$ cat src/jdsp_pkg.sv
// Shared types, constants and the sequencer program for the JTAG DR scan packer.
// No dependencies; used by jdsp_packer, jtag_dr_scan_packer_unit and jdsp_checker.
package jdsp_pkg;

  // Batch geometry
  localparam int BATCH_WORDS    = 256;
  localparam int SLOTS_PER_WORD = 4;
  localparam int SLOT_CAP       = SLOTS_PER_WORD * BATCH_WORDS;
  localparam int CNT_W          = $clog2(SLOT_CAP + 1);
  localparam int SLOTS_OUT_W    = 11;
  // count register is never narrower than the reported field
  localparam int SLOT_W         = (CNT_W > SLOTS_OUT_W) ? CNT_W : SLOTS_OUT_W;

  // Field widths
  localparam int WORD_W  = 12;
  localparam int VALUE_W = 64;
  localparam int LEN_W   = 7;
  localparam int MAX_LEN = 64;
  localparam int IN_W    = 72;
  localparam int OUT_W   = 24;

  // Program counter and step addresses
  localparam int PC_W = 3;
  typedef logic [PC_W-1:0] pc_t;

  localparam pc_t STEP_SELECT  = 3'd0;
  localparam pc_t STEP_CAPTURE = 3'd1;
  localparam pc_t STEP_SHIFT   = 3'd2;
  localparam pc_t STEP_DATA    = 3'd3;
  localparam pc_t STEP_UPDATE  = 3'd4;
  localparam pc_t STEP_IDLE    = 3'd5;
  localparam pc_t STEP_CLOSE   = 3'd6;
  localparam pc_t STEP_END     = 3'd7;

  typedef enum logic [1:0] {OP_TCK, OP_CLOSE, OP_FINISH} op_t;
  typedef enum logic [1:0] {TMS_ZERO, TMS_ONE, TMS_LAST} tms_sel_t;
  typedef enum logic [1:0] {BR_NEXT, BR_LOOP, BR_IF_OPEN} br_t;

  // One control word per step
  typedef struct packed {
    op_t      op;
    tms_sel_t tms_sel;
    logic     tdi_data;  // 1: TDI from the data shifter, 0: TDI low
    br_t      br;
    pc_t      target;    // jump address for BR_IF_OPEN
  } ucode_t;

  // Slot command from the sequencer to the packer
  typedef struct packed {
    logic valid;
    logic close;  // 1: terminator slot and batch close
    logic tms;
    logic tdi;
  } slot_cmd_t;

  // Word produced by the packer
  typedef struct packed {
    logic                   valid;
    logic [WORD_W-1:0]      word;
    logic [SLOTS_OUT_W-1:0] slots;
    logic                   ovf;
  } word_t;

  // Sequencer program: TAP path Select-DR, Capture-DR, Shift-DR, data bits,
  // Update-DR, Run-Test-Idle, optional close, finish.
  function automatic ucode_t ucode(input pc_t pc);
    ucode_t cw;
    cw = '{op: OP_FINISH, tms_sel: TMS_ZERO, tdi_data: 1'b0, br: BR_NEXT, target: STEP_END};
    case (pc)
      STEP_SELECT:  cw = '{OP_TCK, TMS_ONE, 1'b0, BR_NEXT, STEP_END};
      STEP_CAPTURE: cw = '{OP_TCK, TMS_ZERO, 1'b0, BR_NEXT, STEP_END};
      STEP_SHIFT:   cw = '{OP_TCK, TMS_ZERO, 1'b0, BR_NEXT, STEP_END};
      STEP_DATA:    cw = '{OP_TCK, TMS_LAST, 1'b1, BR_LOOP, STEP_END};
      STEP_UPDATE:  cw = '{OP_TCK, TMS_ONE, 1'b0, BR_NEXT, STEP_END};
      STEP_IDLE:    cw = '{OP_TCK, TMS_ZERO, 1'b0, BR_IF_OPEN, STEP_END};
      STEP_CLOSE:   cw = '{OP_CLOSE, TMS_ZERO, 1'b0, BR_NEXT, STEP_END};
      STEP_END:     cw = '{OP_FINISH, TMS_ZERO, 1'b0, BR_NEXT, STEP_END};
      default:      cw = '{OP_FINISH, TMS_ZERO, 1'b0, BR_NEXT, STEP_END};
    endcase
    return cw;
  endfunction

endpackage

$ cat src/jdsp_packer.sv
// Slot packer: turns each TCK command into a slot pair, packs four slots per word,
// tracks the batch slot count and overflow. Depends on jdsp_pkg.
module jdsp_packer (
  input  logic               clk,
  input  logic               rst,
  input  jdsp_pkg::slot_cmd_t cmd,
  output jdsp_pkg::word_t    emit
);

  logic [jdsp_pkg::WORD_W-1:0] partial_word, partial_word_next;
  logic [jdsp_pkg::SLOT_W-1:0] slot_count, slot_count_next;
  logic                        overflow_flag, overflow_flag_next;

  logic                        room;
  logic [jdsp_pkg::WORD_W-1:0] pair_word;

  // Count is always even between TCK commands, so a pair lands at slot 0 or 2
  assign room = slot_count < jdsp_pkg::SLOT_W'(jdsp_pkg::SLOT_CAP);

  always_comb begin
    pair_word = partial_word;
    if (!slot_count[1]) begin
      pair_word[1:0]  = {2{cmd.tdi}};
      pair_word[5:4]  = {2{cmd.tms}};
      pair_word[9:8]  = 2'b10;
    end else begin
      pair_word[3:2]   = {2{cmd.tdi}};
      pair_word[7:6]   = {2{cmd.tms}};
      pair_word[11:10] = 2'b10;
    end
  end

  // Next state and word emission
  always_comb begin
    partial_word_next  = partial_word;
    slot_count_next    = slot_count;
    overflow_flag_next = overflow_flag;
    emit               = '0;
    if (cmd.valid) begin
      if (cmd.close) begin
        // one zero slot fits when there is room; a full batch drops it and sets overflow
        emit.valid = 1'b1;
        emit.word  = partial_word;
        emit.slots = room ? slot_count[jdsp_pkg::SLOTS_OUT_W-1:0] + 1'b1
                          : slot_count[jdsp_pkg::SLOTS_OUT_W-1:0];
        emit.ovf   = overflow_flag | !room;
        partial_word_next  = '0;
        slot_count_next    = '0;
        overflow_flag_next = 1'b0;
      end else if (room) begin
        slot_count_next = slot_count + jdsp_pkg::SLOT_W'(2);
        if (slot_count[1]) begin
          emit.valid        = 1'b1;
          emit.word         = pair_word;
          emit.ovf          = overflow_flag;
          partial_word_next = '0;
        end else begin
          partial_word_next = pair_word;
        end
      end else begin
        overflow_flag_next = 1'b1;
      end
    end
  end

  always_ff @(posedge clk) begin
    if (rst) begin
      partial_word  <= '0;
      slot_count    <= '0;
      overflow_flag <= 1'b0;
    end else begin
      partial_word  <= partial_word_next;
      slot_count    <= slot_count_next;
      overflow_flag <= overflow_flag_next;
    end
  end

endmodule

$ cat src/jtag_dr_scan_packer_unit.sv
// JTAG DR scan packer top level: microcoded sequencer, one-word hold stage and
// output register. Depends on jdsp_pkg and jdsp_packer.
//
// One scan request is taken at a time. Once it is accepted, the sequencer runs
// one program step per clock, each TCK step giving two slots: 3 steps
// into Shift-DR, clamped scan_length data steps, 2 steps back to Run-Test-Idle, one
// close step when tlast is set, and one finish step. The next request is
// accepted only after the finish step. Steps pause while the output word is
// held by the sink. One word is held back until it is known whether it ends
// the request's run.
module jtag_dr_scan_packer_unit (
  input  logic                       clk,
  input  logic                       rst,
  input  logic                       s_axis_tvalid,
  output logic                       s_axis_tready,
  input  logic [jdsp_pkg::IN_W-1:0]  s_axis_tdata,  // scan_value[63:0], scan_length[70:64], zero
  input  logic                       s_axis_tlast,  // close_batch
  output logic                       m_axis_tvalid,
  input  logic                       m_axis_tready,
  output logic [jdsp_pkg::OUT_W-1:0] m_axis_tdata,  // packed_word[11:0], batch_slots[22:12], zero
  output logic                       m_axis_tlast,  // word_last
  output logic                       m_axis_tuser   // batch_overflow
);

  // Sequencer registers
  logic                         busy;
  jdsp_pkg::pc_t                pc;
  logic [jdsp_pkg::VALUE_W-1:0] value;
  logic [jdsp_pkg::LEN_W-1:0]   remaining;
  logic                         close_req;

  // Hold stage and output register
  logic                         hold_valid;
  jdsp_pkg::word_t              hold;

  jdsp_pkg::ucode_t             cw;
  jdsp_pkg::slot_cmd_t          cmd;
  jdsp_pkg::word_t              emit;
  logic                         out_free;
  logic                         step;
  logic                         last_bit;
  logic [jdsp_pkg::LEN_W-1:0]   in_len, len_clamped;

  assign s_axis_tready = !busy;
  assign out_free      = !m_axis_tvalid || m_axis_tready;
  assign step          = busy && out_free;
  assign cw            = jdsp_pkg::ucode(pc);
  assign last_bit      = remaining == jdsp_pkg::LEN_W'(1);

  // Length clamp to 1..64
  assign in_len = s_axis_tdata[jdsp_pkg::VALUE_W +: jdsp_pkg::LEN_W];
  always_comb begin
    len_clamped = in_len;
    if (in_len == '0)
      len_clamped = jdsp_pkg::LEN_W'(1);
    else if (in_len > jdsp_pkg::LEN_W'(jdsp_pkg::MAX_LEN))
      len_clamped = jdsp_pkg::LEN_W'(jdsp_pkg::MAX_LEN);
  end

  // Slot command decoded from the control word
  always_comb begin
    cmd.valid = step && (cw.op == jdsp_pkg::OP_TCK || cw.op == jdsp_pkg::OP_CLOSE);
    cmd.close = cw.op == jdsp_pkg::OP_CLOSE;
    cmd.tdi   = cw.tdi_data ? value[0] : 1'b0;
    case (cw.tms_sel)
      jdsp_pkg::TMS_ZERO: cmd.tms = 1'b0;
      jdsp_pkg::TMS_ONE:  cmd.tms = 1'b1;
      jdsp_pkg::TMS_LAST: cmd.tms = last_bit;
      default:            cmd.tms = 1'b0;
    endcase
  end

  jdsp_packer u_packer (
    .clk  (clk),
    .rst  (rst),
    .cmd  (cmd),
    .emit (emit)
  );

  // Step counter, data shifter and branch handling
  always_ff @(posedge clk) begin
    if (rst) begin
      busy <= 1'b0;
      pc   <= jdsp_pkg::STEP_SELECT;
    end else if (!busy) begin
      if (s_axis_tvalid) begin
        busy      <= 1'b1;
        pc        <= jdsp_pkg::STEP_SELECT;
        value     <= s_axis_tdata[jdsp_pkg::VALUE_W-1:0];
        remaining <= len_clamped;
        close_req <= s_axis_tlast;
      end
    end else if (step) begin
      if (cw.op == jdsp_pkg::OP_FINISH) begin
        busy <= 1'b0;
      end else begin
        case (cw.br)
          jdsp_pkg::BR_LOOP: begin
            value     <= value >> 1;
            remaining <= remaining - 1'b1;
            if (last_bit)
              pc <= pc + 1'b1;
          end
          jdsp_pkg::BR_IF_OPEN: begin
            pc <= close_req ? pc + 1'b1 : cw.target;
          end
          default: begin
            pc <= pc + 1'b1;
          end
        endcase
      end
    end
  end

  // Hold one word back until the next word or the end of the run is known
  always_ff @(posedge clk) begin
    if (rst) begin
      hold_valid    <= 1'b0;
      m_axis_tvalid <= 1'b0;
    end else begin
      if (step && (emit.valid || cw.op == jdsp_pkg::OP_FINISH) && hold_valid) begin
        m_axis_tvalid <= 1'b1;
        m_axis_tdata  <= {1'b0, hold.slots, hold.word};
        m_axis_tlast  <= !emit.valid;  // finish step ends the run
        m_axis_tuser  <= hold.ovf;
      end else if (m_axis_tvalid && m_axis_tready) begin
        m_axis_tvalid <= 1'b0;
      end
      if (step && emit.valid) begin
        hold       <= emit;
        hold_valid <= 1'b1;
      end else if (step && cw.op == jdsp_pkg::OP_FINISH) begin
        hold_valid <= 1'b0;
      end
    end
  end

endmodule

$ cat config.mk
export PLATFORM = sky130hd
export DESIGN_NAME = jtag_dr_scan_packer_unit
export DESIGN_NICKNAME = d
export VERILOG_FILES = /design/src/jdsp_pkg.sv /design/src/jdsp_packer.sv /design/src/jtag_dr_scan_packer_unit.sv
export SDC_FILE = /design/constraint.sdc
export NUM_CORES = 1
export LEC_CHECK = 0
export BUFFER_PORTS_ARGS = -buffer_cell sky130_fd_sc_hd__buf_2
export CAP_MARGIN = 20
export CELL_PAD_IN_SITES_DETAIL_PLACEMENT = 1
export CELL_PAD_IN_SITES_GLOBAL_PLACEMENT = 2
export CORE_UTILIZATION = 39
export CTS_CLUSTER_DIAMETER = 200
export CTS_CLUSTER_SIZE = 10
export DETAILED_ROUTE_END_ITERATION = 10
export PLACE_DENSITY = 0.79
export REMOVE_ABC_BUFFERS = 1
export SLEW_MARGIN = 40
export SYNTH_ARGS = -nofsm -noshare
export SYNTH_HDL_FRONTEND = slang
export SYNTH_HIERARCHICAL = 1
export SYNTH_SLANG_ARGS = --single-unit
$ cat constraint.sdc
create_clock -name clk -period 8.95 [get_ports clk]
set_input_delay 0 -clock clk [delete_from_list [all_inputs] [get_ports clk]]
set_output_delay 0 -clock clk [all_outputs]
set_load 0.1 [all_outputs]
Word level (Yosys, flattened, before mapping)

Memories as Yosys holds them, arrays and structs flattened. A register that Yosys moved wholly into a read port is not among the register bits.
Cells that the tools add are included.

Memory bits (read-only): 56
Memories: 1
Register bits after elaboration: 151
Bits of input ports: 77
Word-level logic and storage cells: 119
Output and inout port bits: 28

Mux-type cells: 53
Magnitude comparators: 2
Add/subtract/negate cells: 4
Reductions and logical operators: 28
Bitwise logic cells: 3
Equality and inequality tests: 12

Memories:

| memory           | depth | bits a word | read ports | clocked after memory_dff | write ports | line           | text |
|---|---|---|---|---|---|---|---|
| (name not given) | 8     | 7           | 1          | 1                        | 0           | jdsp_pkg.sv:69 | `case (pc)` |

Operators by type and width:

| operator                                         | count |
|---|---|
| 2-to-1 mux 64 bit                                | 5 |
| 2-to-1 mux 7 bit                                 | 7 |
| 2-to-1 mux 11 bit                                | 4 |
| 2-to-1 mux 13 bit                                | 3 |
| 2-to-1 mux 12 bit                                | 3 |
| 2-to-1 mux 25 bit                                | 1 |
| 2-to-1 mux 3 bit                                 | 8 |
| 2-to-1 mux 1 bit                                 | 14 |
| 2-to-1 mux 2 bit                                 | 6 |
| adder 11 x 1 -> 11 bit, second input constant    | 1 |
| adder 11 x 2 -> 11 bit, second input constant    | 1 |
| < comparator 11 bit, second input constant       | 1 |
| AND reduction 2 bit                              | 5 |
| nonzero test 2 bit                               | 4 |
| == test 7 x 1 -> 1 bit, second input constant    | 1 |
| > comparator 7 bit, second input constant        | 1 |
| logical AND 1 bit                                | 7 |
| logical NOT 7 bit                                | 1 |
| subtractor 7 x 1 -> 7 bit, second input constant | 1 |
| == test 2 x 1 -> 1 bit, second input constant    | 3 |
| == test 2 bit, second input constant             | 3 |
| one-hot mux 3 bit (2 select lines)               | 1 |
| AND reduction 5 bit                              | 1 |
| logical NOT 1 bit                                | 4 |
| other kinds (11)                                 | 16 |

Logic depth before layout (Yosys ltp)

Depth in word-level cells: 11
Gate-level depth with buffers: 9
Depth with buffers taken out: 7

By module

The synthesis kept the hierarchy.

By module, submodules not included:

| module                   | cells each | times used | area each (µm²) |
|---|---|---|---|
| jtag_dr_scan_packer_unit | 314        | 1          | 5,260.0 |
| jdsp_packer              | 132        | 1          | 1,066.0 |

Least setup slack after synthesis

OpenSTA, ideal clock, no wires.

Path type: register to register
Start point: register m_axis_tvalid
End point: register remaining[0] (netlist bit) (enable)
Data required time: 8.348 ns
Stages on the path, launching flop included: 4
Setup slack: 1.932 ns
Data arrival time: 6.416 ns
Clock period less this slack: 7.018 ns
Cell sequence: dfxtp_1 -> nor2b_1 -> o31a_1 -> nor3b_1

Cells in the longest elaborated chain, start to end: 5

RTL lines:

| what                             | line                            | text |
|---|---|---|
| from (decl)                      | jtag_dr_scan_packer_unit.sv:18  | `output logic m_axis_tvalid,` |
| from (signal assigned)           | jtag_dr_scan_packer_unit.sv:119 | `m_axis_tvalid <= 1'b0;` |
| from (signal assigned)           | jtag_dr_scan_packer_unit.sv:122 | `m_axis_tvalid <= 1'b1;` |
| from (signal assigned)           | jtag_dr_scan_packer_unit.sv:127 | `m_axis_tvalid <= 1'b0;` |
| logical NOT 1 bit                | jtag_dr_scan_packer_unit.sv:45  | `assign out_free = !m_axis_tvalid \|\| m_axis_tready;` |
| logical OR 1 bit                 | jtag_dr_scan_packer_unit.sv:45  |  |
| logical AND 1 bit                | jtag_dr_scan_packer_unit.sv:46  | `assign step = busy && out_free;` |
| != test 2 x 1 -> 1 bit (no line) | n/a                             |  |
| AND reduction 5 bit (no line)    | n/a                             |  |
| to (signal assigned)             | jtag_dr_scan_packer_unit.sv:90  | `remaining <= len_clamped;` |
| to (signal assigned)             | jtag_dr_scan_packer_unit.sv:100 | `remaining <= remaining - 1'b1;` |
| to (decl)                        | jtag_dr_scan_packer_unit.sv:29  | `logic [jdsp_pkg::LEN_W-1:0] remaining;` |

No other way between the ends.
A chain may end at the register's enable or synchronous reset.

==> results.toml <==
[worst_setup_path]
cp-startpoint = "busy$_SDFF_PP0_"
timing.critical_path.to_type = "flop"
crit_path_top_delay_cell = "sky130_fd_sc_hd__o21a_1"
timing.critical_path.cells = "buf_6 -> nand2_1 -> nor2_1 -> buf_4 -> o21a_1 -> o21ai_0 -> nor3_2 -> buf_4"
critPathLaunchType = "flop"
cpMostUsedCell = "sky130_fd_sc_hd__buf_4"
r2r_start = "busy$_SDFF_PP0_"
required_ps = 9030
crit_arrival_ps = 3220
critPathKind = "reg -> reg"
crit_path_max_fanout = 77
timing.critical_path.slowest_cell_delay_ps = 540
crit_path_max_delay_family = "buffers and inverters"
worstPathBufferInverterCount = 3

[run_status]
run_status = "finished, final reports clean"

[sta]
final_worst_path_cycle_share_pct = 35.13
timing.final.setup_violations = 0
slew_headroom_pct = 52.92
max_freq_mhz = 318.0
tns_ps = 0
finalHoldViolations = 0
fin_crit_ps = 3144
final-max-slew-violation-count = 0
worst_slew_pin_slew_ps = 703.1
rsz_0062_raised_after_global_routing = "no"
finClkSkew_ps = 6.145
final.setup.worst_slack_ps = 5806

[grt]
global_route.usage.total_pct = 18.58
grt_pass1_vias = 4527
grt-ovfl-total = 0
grt_pass1_wl_microns = 23470
pin_count_of_the_biggest_net_entering_global_routing = 78
initial_antenna_violation_count = 1

[clock_network]
clkLatencyLatePin_ps = 410
total_number_of_h_tree_levels = 4
cts_setup_buffers = 0
tritoncts = "done"
cts-root-buf = "sky130_fd_sc_hd__clkbuf_16"
clock_sinks = 152
hold_buffers = 75
clk_path_buf_depth = 2
clk_transition_reported_paths_ps = 60
num_cts_buffers = 17
cts_repair_resize_count = 0

[power]
power_per_cell_area_nw_per_um2 = 195.4
clock_power_share_pct = 43.5
net-switching-power_uw = 348.9
internal_power_uw = 1291
power_frac_seq_pct = 48.5
leakagePower_uw = 0.003145
power_frac_comb_pct = 7.9
worst_ir_drop_vdd_uv = 127.3
sw_frac_of_total_pct = 21.27

[synth]
asyncSetResetFlopFracSynth_pct = 0
synth_edf_count = 121
ys_seq_elements = 152
netlist_area_sq_um = 6326
syn-mean-instance-area_sq_um = 14.18
ys_seq_area_share_pct = 67.25
synth_ff_type = "sky130_fd_sc_hd__edfxtp_1"
synthesis.yosys.warnings = 6
synth_cells = 446
yosys.cell_types.count = 49

[routing]
dr.first_iter.drc_count = 291
average_wire_per_standard_cell_microns = 17.08
vias = 4177
detail-route-antenna-nets = 0
finalWirelength_microns = 14550
viasPerCell = 4.903
drtPass1Iterations = 4
detail_route.drc_violations = 0

[placement]
place.detailed.instances = 744
dpl.hpwl_microns = 8371
port-buffer-count = 102
post_dp_cell_area_sq_um = 7049
gp_routability_congestion = 0.7659
placement.setup.worst_slack_ps = 5717

[finish]
mostFrequentLayoutCell = "sky130_fd_sc_hd__edfxtp_1"
final_cell_area_sq_um = 8392
layout_common_cells = "121 x sky130_fd_sc_hd__edfxtp_1, 102 x sky130_fd_sc_hd__buf_2, 75 x sky130_fd_sc_hd__dlygate4sd3_1"
final_cell_count_no_fill = 852
final-seq-area_sq_um = 4255
n_fill_cell = 1628
area_growth_syn_to_layout_pct = 32.65
multi_input_logic_area_sq_um = 1916
drive_gt1_share_pct = 33.23
number_of_nets_in_the_finished_design = 705

[worst_hold_path]
min_path_type = "in -> reg"
hold_path_startpoint = "s_axis_tdata[65]"

[floorplan]
die-width_microns = 129.4
floorplan.io_pins = 105
initial_utilization_pct = 39.82
core-area_sq_um = 15890
vertical_die_dimension_microns = 129.4
die_area_sq_um = 16730
row_count = 46

[run]
max_cap_viol_count = 0
-- per-layer routing --
layer	share of wire, %	wire length (microns)	track usage, %
met5	0	0	0
met4	2.2	316	8.235
met3	2.3	337	3.179
met2	52	7527	32.95
met1	44	6371	22.10
-- cells by family (layout without fill, tap and decap cells) --
| kind of cell | Yosys count | in the layout | share of synthesized area (%) |
|---|---|---|---|
| AOI/OAI and AO/OA | 63 | 63 | 6.270 |
| buffers and inverters | 39 | 228 | 2.709 |
| muxes | 65 | 65 | 11.55 |
| other | 1 | 2 | 0.05928 |
| DFF | 152 | 152 | 67.25 |
| and+or+nand+nor | 114 | 114 | 10.15 |
| xor gates and xnor gates | 6 | 6 | 0.8308 |
| adders and majority gates | 6 | 6 | 1.187 |
-- metrics by stage --
stage / hold WS, ps / total power (uW) / utilization [%]
floorplan: 69.07 / 876.6 / -
global placement: 179.3 / 906.4 / 44.35
detailed placement: 179.0 / 912.4 / 44.38
CTS: 49.22 / 1652 / 52.79
global route: 123.4 / 1696 / 52.83
finish: 58.06 / 1640 / 52.83
-- Yosys cell counts, types with 3 or more instances --
master | number | share of area, %
sky130_fd_sc_hd__nor3_1 | 6 | 0.47
sky130_fd_sc_hd__xnor2_1 | 3 | 0.42
sky130_fd_sc_hd__clkbuf_1 | 12 | 0.71
sky130_fd_sc_hd__o22ai_1 | 5 | 0.49
sky130_fd_sc_hd__buf_2 | 11 | 0.87
sky130_fd_sc_hd__dfxtp_1 | 31 | 9.8
sky130_fd_sc_hd__inv_1 | 12 | 0.71
sky130_fd_sc_hd__nor2b_1 | 10 | 0.99
sky130_fd_sc_hd__buf_4 | 3 | 0.36
sky130_fd_sc_hd__mux2_2 | 64 | 11
sky130_fd_sc_hd__nand2_1 | 24 | 1.4
sky130_fd_sc_hd__nor3b_1 | 8 | 0.95
sky130_fd_sc_hd__xor2_1 | 3 | 0.42
sky130_fd_sc_hd__a41oi_1 | 3 | 0.42
sky130_fd_sc_hd__o21ai_0 | 14 | 1.1
sky130_fd_sc_hd__and3_1 | 12 | 1.2
sky130_fd_sc_hd__and2_1 | 4 | 0.40
sky130_fd_sc_hd__a21oi_1 | 19 | 1.5
sky130_fd_sc_hd__edfxtp_1 | 121 | 57
sky130_fd_sc_hd__a31oi_1 | 3 | 0.30
sky130_fd_sc_hd__nand3b_1 | 5 | 0.59
sky130_fd_sc_hd__nand2b_1 | 5 | 0.49
sky130_fd_sc_hd__o211ai_1 | 3 | 0.36
sky130_fd_sc_hd__nor2_1 | 13 | 0.77
sky130_fd_sc_hd__or4_1 | 5 | 0.59
sky130_fd_sc_hd__ha_1 | 6 | 1.2
sky130_fd_sc_hd__a311oi_1 | 3 | 0.42
sky130_fd_sc_hd__nand3_1 | 9 | 0.71
-- power by group through the flow --
stage	registers (uW)	logic (uW)	clock network [uW]
6_report	796	130	714
5_1_grt	798	143	755
4_1_cts	796	129	727
3_5_place_dp	811	102	0
3_3_place_gp	809	97.5	0
2_1_floorplan	816	60.9	0
-- path summary, 6_finish.rpt --
check,endpoint,slack (ps),depth (start not counted)
min,remaining[0]$_DFFE_PP_,60,4
min reg2reg,m_axis_tdata[17]$_DFFE_PP_,420,0
max reg2reg,m_axis_tdata[10]$_DFFE_PP_,5810,8
max,m_axis_tdata[10]$_DFFE_PP_,5810,8
-- area by class of cell --
class / count / area share (%)
sequential: 152 / 50.71
multi-input combinational: 255 / 22.83
timing repair buffer: 183 / 15.66
clock buffer: 18 / 5.114
tap: 216 / 3.221
clock inverter: 14 / 1.864
inverter: 13 / 0.5815
antenna: 1 / 0.02982
-- sequential cells by signal (all words and copies together), names as in the netlist --
name and count:
value 64, hold 24, m_axis_tdata 23, u_packer/slot_count 10, u_packer/partial_word 9, remaining 7, cw 5, pc 3
busy 1, close_req 1, hold_valid 1, m_axis_tlast 1, m_axis_tuser 1, m_axis_tvalid 1, u_packer/overflow_flag 1
-- tightest hold or removal path, cell delays in order --
cell                      delay (ps)
sky130_fd_sc_hd__buf_2           110
sky130_fd_sc_hd__nor2_1          100
sky130_fd_sc_hd__o21ai_0          70
sky130_fd_sc_hd__o21ai_0          80
Note: power is estimated with default switching activity, not from simulation.
